$ cat config.mk
export PLATFORM = sky130hd
export DESIGN_NAME = vgib_ctrl
export DESIGN_NICKNAME = d
export VERILOG_FILES = /design/src/design/vgib_pkg.sv /design/src/design/vgib_ctrl.sv
export SDC_FILE = /design/constraint.sdc
export NUM_CORES = 1
export LEC_CHECK = 0
export BUFFER_PORTS_ARGS = -buffer_cell sky130_fd_sc_hd__buf_2
export CORE_MARGIN = 2
export CORE_UTILIZATION = 54
export DETAILED_ROUTE_END_ITERATION = 12
export HOLD_SLACK_MARGIN = 0.02
export PLACE_DENSITY = 0.88
export SKIP_CTS_REPAIR_TIMING = 1
export SLEW_MARGIN = 10
export SYNTH_ARGS = -nofsm -noshare
export SYNTH_HDL_FRONTEND = slang
export SYNTH_SLANG_ARGS = --single-unit
$ cat constraint.sdc
create_clock -name clk -period 3.8 [get_ports clk]
set_input_delay 0.57 -clock clk [delete_from_list [all_inputs] [get_ports clk]]
set_output_delay 0.57 -clock clk [all_outputs]
set_load 0.03 [all_outputs]
$ cat src/design/vgib_pkg.sv
// shared types, constants and helpers of the voxel grid index builder
// no dependencies; imported by the controller, the datapath and the top level
package vgib_pkg;

	localparam int MAX_RES    = 32;
	localparam int NSIDE      = MAX_RES + 1;
	localparam int BOX_DEPTH  = MAX_RES * MAX_RES * MAX_RES;
	localparam int NODE_DEPTH = NSIDE * NSIDE * NSIDE;
	localparam int BOX_AW     = $clog2(BOX_DEPTH);
	localparam int NODE_AW    = $clog2(NODE_DEPTH);
	localparam int BCW        = $clog2(MAX_RES);
	localparam int CW         = 6;
	localparam int TW         = CW + 1;
	localparam int VW         = 16;
	localparam int SW         = 4;

	localparam logic [1:0] CMD_LOAD  = 2'd0;
	localparam logic [1:0] CMD_BUILD = 2'd1;
	localparam logic [1:0] CMD_QBOX  = 2'd2;
	localparam logic [1:0] CMD_QNODE = 2'd3;

	localparam logic [SW-1:0] SLOT_BOX_FINAL  = SW'(14);
	localparam logic [SW-1:0] SLOT_NODE_FINAL = SW'(6);
	localparam logic [SW-1:0] SLOT_CORNER_END = SW'(8);
	localparam logic [SW-1:0] SLOT_FACE_BASE  = SW'(9);

	typedef struct packed {
		logic [1:0]    cmd;
		logic [CW-1:0] coord_x;
		logic [CW-1:0] coord_y;
		logic [CW-1:0] coord_z;
		logic          occupied;
	} in_item_t;

	typedef struct packed {
		logic [SW-1:0] slot;
		logic [VW-1:0] index_value;
		logic          found;
		logic          last;
	} out_item_t;

	typedef enum logic [2:0] {
		DP_NOP,
		DP_CLEAR,
		DP_LOAD,
		DP_BOX_WALK,
		DP_NODE_WALK,
		DP_READ,
		DP_EMIT
	} dp_op_t;

	typedef enum logic [1:0] {
		SRC_MEM,
		SRC_BOX_CNT,
		SRC_NODE_CNT
	} emit_src_t;

	typedef struct packed {
		dp_op_t        op;
		logic          capture;
		logic          count_clr;
		logic          set_built;
		emit_src_t     src;
		logic [SW-1:0] slot;
		logic          last;
	} dp_cmd_t;

	typedef struct packed {
		logic       walk_done;
		logic       found;
		logic       out_free;
		logic [1:0] item_cmd;
	} dp_status_t;

	// flat lattice node address, z fastest
	function automatic logic [NODE_AW-1:0] node_addr(input logic [TW-1:0] x,
			input logic [TW-1:0] y, input logic [TW-1:0] z);
		int a;
		a = int'(x) * NSIDE * NSIDE + int'(y) * NSIDE + int'(z);
		return NODE_AW'(a);
	endfunction

	// box address from in-grid coordinates
	function automatic logic [BOX_AW-1:0] box_addr(input logic [TW-1:0] x,
			input logic [TW-1:0] y, input logic [TW-1:0] z);
		return {x[BCW-1:0], y[BCW-1:0], z[BCW-1:0]};
	endfunction

endpackage

$ cat src/design/vgib_ctrl.sv
// controller of the voxel grid index builder: sequences clear, load, build and queries
// depends on vgib_pkg; drives the datapath by command, reads its status
module vgib_ctrl (
	input  logic                 clk,
	input  logic                 arst_n,
	input  logic                 in_valid,
	output logic                 in_stall,
	input  vgib_pkg::dp_status_t status,
	output vgib_pkg::dp_cmd_t    cmd
);
	import vgib_pkg::*;

	typedef enum logic [3:0] {
		ST_CLEAR,
		ST_IDLE,
		ST_DECODE,
		ST_BOX_WALK,
		ST_BOX_DRAIN,
		ST_NODE_WALK,
		ST_EMIT_BOX,
		ST_EMIT_NODE,
		ST_Q_READ,
		ST_Q_EMIT
	} state_t;

	state_t        state_q;
	logic [SW-1:0] slot_q;
	logic [SW-1:0] final_slot;
	logic          accept;

	assign in_stall   = (state_q != ST_IDLE);
	assign accept     = in_valid && !in_stall;
	assign final_slot = (status.item_cmd == CMD_QBOX) ? SLOT_BOX_FINAL : SLOT_NODE_FINAL;

	// commands per state
	always_comb begin
		cmd = '{op: DP_NOP, capture: accept, count_clr: 1'b0, set_built: 1'b0,
			src: SRC_MEM, slot: slot_q, last: 1'b0};
		unique case (state_q)
			ST_CLEAR:     cmd.op = DP_CLEAR;
			ST_DECODE: begin
				if (status.item_cmd == CMD_LOAD) cmd.op = DP_LOAD;
				cmd.count_clr = (status.item_cmd == CMD_BUILD);
			end
			ST_BOX_WALK:  cmd.op = DP_BOX_WALK;
			ST_NODE_WALK: begin
				cmd.op        = DP_NODE_WALK;
				cmd.set_built = status.walk_done;
			end
			ST_EMIT_BOX: begin
				cmd.op   = DP_EMIT;
				cmd.src  = SRC_BOX_CNT;
				cmd.slot = '0;
			end
			ST_EMIT_NODE: begin
				cmd.op   = DP_EMIT;
				cmd.src  = SRC_NODE_CNT;
				cmd.slot = SW'(1);
				cmd.last = 1'b1;
			end
			ST_Q_READ:    cmd.op = DP_READ;
			ST_Q_EMIT: begin
				cmd.op   = DP_EMIT;
				cmd.last = (slot_q == final_slot);
			end
			default:      cmd.op = DP_NOP;
		endcase
	end

	// state register
	always_ff @(posedge clk or negedge arst_n) begin
		if (!arst_n) begin
			state_q <= ST_CLEAR;
			slot_q  <= '0;
		end else begin
			unique case (state_q)
				ST_CLEAR:     if (status.walk_done) state_q <= ST_IDLE;
				ST_IDLE:      if (accept) state_q <= ST_DECODE;
				ST_DECODE: begin
					slot_q <= '0;
					unique case (status.item_cmd)
						CMD_LOAD:  state_q <= ST_IDLE;
						CMD_BUILD: state_q <= ST_BOX_WALK;
						default:   state_q <= ST_Q_READ;
					endcase
				end
				ST_BOX_WALK:  if (status.walk_done) state_q <= ST_BOX_DRAIN;
				ST_BOX_DRAIN: state_q <= ST_NODE_WALK;
				ST_NODE_WALK: if (status.walk_done) state_q <= ST_EMIT_BOX;
				ST_EMIT_BOX:  if (status.out_free) state_q <= ST_EMIT_NODE;
				ST_EMIT_NODE: if (status.out_free) state_q <= ST_IDLE;
				ST_Q_READ:    state_q <= ST_Q_EMIT;
				ST_Q_EMIT: begin
					if (status.out_free) begin
						if (slot_q == final_slot || (slot_q == '0 && !status.found)) begin
							state_q <= ST_IDLE;
						end else begin
							slot_q  <= slot_q + SW'(1);
							state_q <= ST_Q_READ;
						end
					end
				end
				default:      state_q <= ST_IDLE;
			endcase
		end
	end

endmodule

==> flow_summary_export.csv, run 1 <==
group,metric,value,unit
hold_path,hold_class,"primary input to asynchronous set/reset pin",
yosys,syn-instance-count,104,
detailed_routing,first_pass_iters,4,
critical_path,arrival,1.90,ns
critical_path,cp-end-kind,"primary output",
cells_and_area,layout.nets,133,
pwr,power_frac_comb,63.2,%
sta,finalCritPeriodShare,65.0,%
yosys,synthesis.area,781,um^2
yosys,syn_nets,115,
sta,hold_viol_final,0,
yosys,syn_area_per_cell,7.51,um^2
clocking,insertion_delay,0.25,ns
cells_and_area,diodes,0,
sta,fmax,405,MHz
critical_path,reg2reg_from,"state_q[0]$_DFFE_PN0P_",
yosys,ys_seq_elements,8,
clocking,cts_sinks,8,
grt,grt_start_max_net_pins,23,
cells_and_area,drive_above_1_share,26.7,%
grt,grt_pass1_wl,2.99,mm
yosys,synthTopCellsByArea,"dfrtp_1, nand2_1, ha_1",
pwr,seq_power_share,28.2,%
sta,max_slew.worst_pin.slew,0.590,ns
critical_path,critPathTopFamily,"simple AND/OR/NAND/NOR gates",
grt,grt_pass1_vias,731,
pwr,p_per_area,844,nW/um^2
detailed_routing,drc,0,
cells_and_area,area_growth,13.9,%
placement,dpl_worst_slack,1.64,ns
placement,io_buffers,21,
critical_path,crit_start,"state_q[1]$_DFFE_PN0P_",
cells_and_area,post-route-util,66.7,%
clocking,cts_tree,"built",
clocking,cts_root_buffer,"clkbuf_4",
run,max_cap_violations,0,
critical_path,slowest_delay,0.56,ns
sta,rsz0062_at_grt,"false",
floorplan,pin_count,22,
grt,grt_overflow,0,
pwr,p_leak,0.459,nW
floorplan,die_x,42.0,um
grt,antenna_found_initial,0,
sta,maxSlewHeadroom,60.7,%
sta,setup-violations-final,0,
cells_and_area,seq_area,200,um^2
floorplan,initial_core_util,58.5,%
yosys,synth_top_area_share,25.6,%
critical_path,critPathLaunchType,"flop",
grt,grt_use_met2,35.0,%
clocking,htreeDepth,1,
sta,clock_skew,0.00187,ns
cells_and_area,num-fill-cells,112,
detailed_routing,vias,844,
pwr,internal_power,0.326,mW
floorplan,die_h,42.0,um
critical_path,slowest_stage,"dfrtp_1",
grt,grt_usage,22.1,%
placement,dp_hpwl,1.43,mm
detailed_routing,wl,1.81,mm
critical_path,cp_cell_sequence,"nor2b_1, nand2_1, nor3b_1, buf_2",
grt,met3_usage,6.47,%
pwr,swShare,56.6,%
sta,drv_slew,0,
sta,worst_slack,1.33,ns
sta,final.setup.tns,0,ns
floorplan,core_region_area,1330,um^2
grt,met1_usage,27.4,%
pwr,peakVddDrop,0.000423,V
detailed_routing,drt_iter0_markers,19,
critical_path,crit_buf_inv,1,
detailed_routing,avgViaCountPerCell,6.25,
floorplan,dieArea,1770,um^2
yosys,synth_top_area_cell,"dfrtp_1",
critical_path,crit_fanout,13,
detailed_routing,wl_per_cell,13.4,um
grt,busiest_layer,"met2",
yosys,ys_seq_area_share,25.6,%
yosys,yosys_warnings,0,
pwr,clockPowerShare,8.6,%
placement,place_congestion,0.805,
detailed_routing,antenna_left,0,
yosys,yosysUniqueCellTypes,42,
critical_path,worstPathRequired,3.23,ns
outcome,status,"finished clean",
clocking,clkTransAtPathRegs,0.05,ns
floorplan,rows,13,
cells_and_area,multi_input_area,505,um^2
sta,fin_crit,2.47,ns
clocking,clock_path_buffers,2,
critical_path,path_class,"flop to primary output",
clocking,cts_buffers,3,
pwr,p_sw,0.425,mW
[layout make-up]
cell class / count / share of cell area [%]
tap: 15 / 2.11
clock buffer: 3 / 2.53
inverter: 10 / 4.22
multi-input combinational: 78 / 56.8
sequential: 8 / 22.5
timing repair buffer: 21 / 11.8
[metal layers]
metal / wire length [um] / vias up
met2: 890 / 46
met5: 0 / -
met3: 134 / 6
li1: - / 406
met1: 754 / 386
met4: 33 / 0
[final timing paths]
| check | end | depth (start not counted) | slack, ns |
|---|---|---|---|
| max in group asynchronous | state_q[1]$_DFFE_PN0P_ | 1 | 3.49 |
| hold / removal | slot_q[3]$_DFFE_PN0P_ | 1 | 0.15 |
| min in group clk | slot_q[0]$_DFFE_PN0P_ | 1 | 0.58 |
| setup / recovery | cmd[8] | 4 | 1.33 |
| hold reg to reg | slot_q[0]$_DFFE_PN0P_ | 1 | 0.58 |
| setup reg to reg | slot_q[2]$_DFFE_PN0P_ | 5 | 1.96 |
[cells in the mapped netlist, drive strengths merged]
master	number
and2b	1
and3	3
ha	3
o31ai	2
nor3	1
o32a	1
o21ai	5
nor2b	1
and2	1
nand2	15
or4b	1
and4bb	1
or3	2
nor4	1
a31oi	3
a32oi	1
nand4	1
a21oi	7
nand3b	1
buf	5
nor3b	1
o2111ai	2
mux2i	2
a311oi	1
a41o	2
o31a	2
nor2	7
o21a	1
xnor2	1
a21o	1
nand3	6
dfrtp	8
inv	10
clkbuf	3
nand2b	1
[power by group through the flow]
stage	sequential [mW]	clock [mW]	combinational, mW
2_1_floorplan	0.148	0	0.431
3_3_place_gp	0.207	0	0.460
3_5_place_dp	0.210	0	0.474
4_1_cts	0.210	0.0674	0.476
5_1_grt	0.223	0.0723	0.512
6_report	0.212	0.0649	0.475
[cell usage in the layout, fill, tap and decap left out, types with 2 or more instances in the layout]
cell / count
o21ai_0: 5
and3_1: 2
a31oi_1: 2
clkbuf_4: 3
mux2i_1: 2
inv_1: 10
o31a_1: 2
or3_1: 2
o2111ai_1: 2
nand2_1: 15
a21oi_1: 6
o31ai_1: 2
ha_1: 3
nand3_1: 5
buf_2: 21
nor2_1: 7
dfrtp_1: 8
[logic make-up after synthesis]
| family | synth area share, % |
|---|---|
| buffers and inverters | 9.62 |
| adder cells (fa/ha/maj) | 4.81 |
| flip-flops | 25.6 |
| AO/OA/AOI/OAI | 26.0 |
| multiplexers | 2.56 |
| XOR/XNOR | 1.12 |
| AND/OR/NAND/NOR | 30.3 |
[state kept, by name (all words and copies together), names as in the netlist]
name	cells
state_q	4
slot_q	4
[metrics by stage]
step	hold WS, ns	total power, mW	area [um^2]	std cells
after floorplan	0.274	0.579	781	104
after CTS	0.144	0.753	890	135
after detailed placement	0.417	0.684	867	132
final	0.146	0.751	890	135
after global routing	0.144	0.808	890	135
after global placement	0.414	0.666	867	132
[worst reg2reg max path: stages, from the launching register on]
cell,delay [ns]
dfrtp_1,0.71
and4bb_2,0.38
nand3_2,0.09
a31oi_2,0.30
nand2_1,0.11
mux2i_1,0.12
Power figures use the tool's default switching activity.
==> run 2, diff against run 1 <==
- ABC_AREA: not set -> 1
- CORE_UTILIZATION: 54 -> 51
- PLACE_DENSITY: 0.88 -> 0.84
- clock period: 3.8 -> 2.31 ns (I/O delays scaled with it)
==> run 2 against run 1 <==
Effect of this change:
- clock-buffer cell count did not move
- setup slack got worse by 0.94 ns
- cell count increased by 21%
- global-route usage grew 0.67 points
- wire length rose by 4.4%
- critical path depth up 3
- clock skew increased by 0.0017 ns
- critical path type unchanged
- critical endpoint is now cmd[11]
- largest cell class unchanged
==> flow_summary_export.csv, run 2 <==
group,metric,value,unit
critical_path,critPathLaunchType,"flop",
critical_path,arrival,1.58,ns
clocking,cts_buffers,3,
floorplan,dieArea,1950,um^2
critical_path,ff2ff_setup_slack,0.84,ns
yosys,ys_seq_area_share,24.3,%
clocking,clkTransAtPathRegs,0.05,ns
yosys,syn_nets,135,
grt,grt_usage,22.8,%
cells_and_area,diodes,0,
grt,grt_overflow,0,
yosys,ys_seq_elements,8,
yosys,yosys_warnings,0,
floorplan,die_h,44.2,um
pwr,p_leak,0.583,nW
detailed_routing,first_pass_iters,4,
critical_path,cp-end-kind,"primary output",
critical_path,path_class,"flop to primary output",
outcome,status,"finished clean",
yosys,synth_top_area_cell,"dfrtp_1",
pwr,p_per_area,1170,nW/um^2
yosys,post-synth-top-count-cell,"nand2_1",
grt,antenna_found_initial,0,
pwr,power.total,1.14,mW
grt,grt_pass1_wl,3.29,mm
yosys,syn_area_per_cell,6.64,um^2
yosys,synthesis.area,823,um^2
critical_path,crit_start,"state_q[2]$_DFFE_PN0P_",
detailed_routing,antenna_left,0,
sta,final.setup.tns,0,ns
cells_and_area,multi_input_area,534,um^2
sta,fin_crit,1.92,ns
detailed_routing,wl,1.89,mm
sta,clock_skew,0.00353,ns
detailed_routing,vias,846,
sta,hold_viol_final,0,
cells_and_area,area_growth,18.2,%
yosys,synthTopCellsByArea,"dfrtp_1, nand2_1, nand3_1",
detailed_routing,wl_per_cell,11.5,um
sta,fmax,519,MHz
grt,grt_pass1_vias,809,
yosys,syn-instance-count,124,
run,max_cap_violations,0,
critical_path,crit_fanout,6,
critical_path,reg2reg_from,"state_q[2]$_DFFE_PN0P_",
placement,dp_hpwl,1.59,mm
yosys,synthFlopType,"dfrtp_1",
pwr,peakVddDrop,0.000691,V
grt,grt_start_max_net_pins,9,
sta,finalCritPeriodShare,83.3,%
sta,maxSlewHeadroom,79.0,%
clocking,htreeDepth,1,
hold_path,hold_class,"primary input to flop",
floorplan,core_region_area,1510,um^2
cells_and_area,seq_area,200,um^2
yosys,synth_top_area_share,24.3,%
floorplan,initial_core_util,54.7,%
cells_and_area,largestRegisters,"slot_q (4), state_q (4)",
placement,io_buffers,21,
hold_path,min-delay-start,"status[2]",
cells_and_area,final_cell_mix,"nand2_1, buf_2, inv_1",
clocking,insertion_delay,0.25,ns
detailed_routing,drc,0,
clocking,cts_tree,"built",
critical_path,worstPathRequired,1.96,ns
clocking,cts_sinks,8,
floorplan,die_x,44.2,um
sta,rsz0062_at_grt,"false",
cells_and_area,num-fill-cells,128,
yosys,synth_edf_count,0,
yosys,yosysUniqueCellTypes,27,
cells_and_area,layout.nets,161,
detailed_routing,avgViaCountPerCell,5.16,
cells_and_area,drive_above_1_share,33.1,%
clocking,clock_path_buffers,2,
sta,setup-violations-final,0,
placement,place_congestion,0.941,
sta,max_slew.worst_pin.slew,0.316,ns
sta,drv_slew,0,
yosys,synth_common_cells,"nand2_1, inv_1, nand3_1, nor2_1",
floorplan,rows,14,
cells_and_area,final_common_cell,"nand2_1",
detailed_routing,drt_iter0_markers,27,
clocking,cts_root_buffer,"clkbuf_4",
floorplan,pin_count,22,
yosys,ys_async_sr_fraction,100,%
==> run 2: cell types whose count changed after synthesis, moves of 4 or more <==
cell / delta
nor2_1: +5
nand2_2: +8
nand3_1: +7
inv_2: +4
inv_1: +4
a21oi_1: -4
nand2_1: +19
==> run 2: power by group <==
part | internal (mW) | switching, mW
Sequential | 0.177 | 0.0667
Clock | 0.0593 | 0.0448
Combinational | 0.237 | 0.553
==> run 2: kinds of logic (layout without fill, tap and decap cells) <==
logic type	after synthesis	after routing	synth area share [%]
simple gates	78	78	49.4
flops	8	8	24.3
compound gates	11	11	8.82
buf+inv	22	46	10.8
fa+ha+maj	3	3	4.56
xor+xnor	2	2	2.13
==> run 2: critical path: stages (launching register included) <==
cell	delay [ns]
dfrtp_1	0.44
inv_2	0.08
nor2_2	0.23
nand2_2	0.16
nand2_2	0.11
a21oi_1	0.05
nand2_1	0.06
buf_2	0.19
==> run 2: metal layers <==
| layer | vias to the layer above | wire [um] | global-route usage (%) |
|---|---|---|---|
| li1 | 440 | - | - |
| met2 | 30 | 920 | 37.4 |
| met5 | - | 0 | 0 |
| met3 | 4 | 85 | 3.67 |
| met4 | 0 | 31 | 11.5 |
| met1 | 372 | 856 | 28.9 |
==> run 2: area by class of cell <==
type                            instances  area share [%]
Clock buffer                            3            2.31
Inverter                               21            8.35
Multi-Input combinational cell         94            54.9
Sequential cell                         8            20.6
Tap cell                               16            2.06
Timing Repair Buffer                   22            11.8
==> run 2: through the flow <==
stage                     instance area, um^2  setup slack, ns  hold slack [ns]  util, %  instances
final                                     973            0.385            0.447     64.6        164
after global routing                      973            0.259            0.453     64.6        164
after CTS                                 963            0.396          -0.0760     64.0        163
after detailed placement                  941            0.679            0.198     62.5        160
after global placement                    941            0.715            0.194     62.5        160
after floorplan                           823            0.604           0.0509        -        124
==> run 2: final timing paths <==
kind | endpoint | cells after the start
worst max-delay path | cmd[11] | 7
worst min-delay path | state_q[3]$_DFFE_PN0P_ | 4
worst max register to register | state_q[0]$_DFFE_PN0P_ | 9
worst min register to register | slot_q[0]$_DFFE_PN0P_ | 2
max in group asynchronous | slot_q[1]$_DFFE_PN0P_ | 2
min in group asynchronous | state_q[3]$_DFFE_PN0P_ | 2
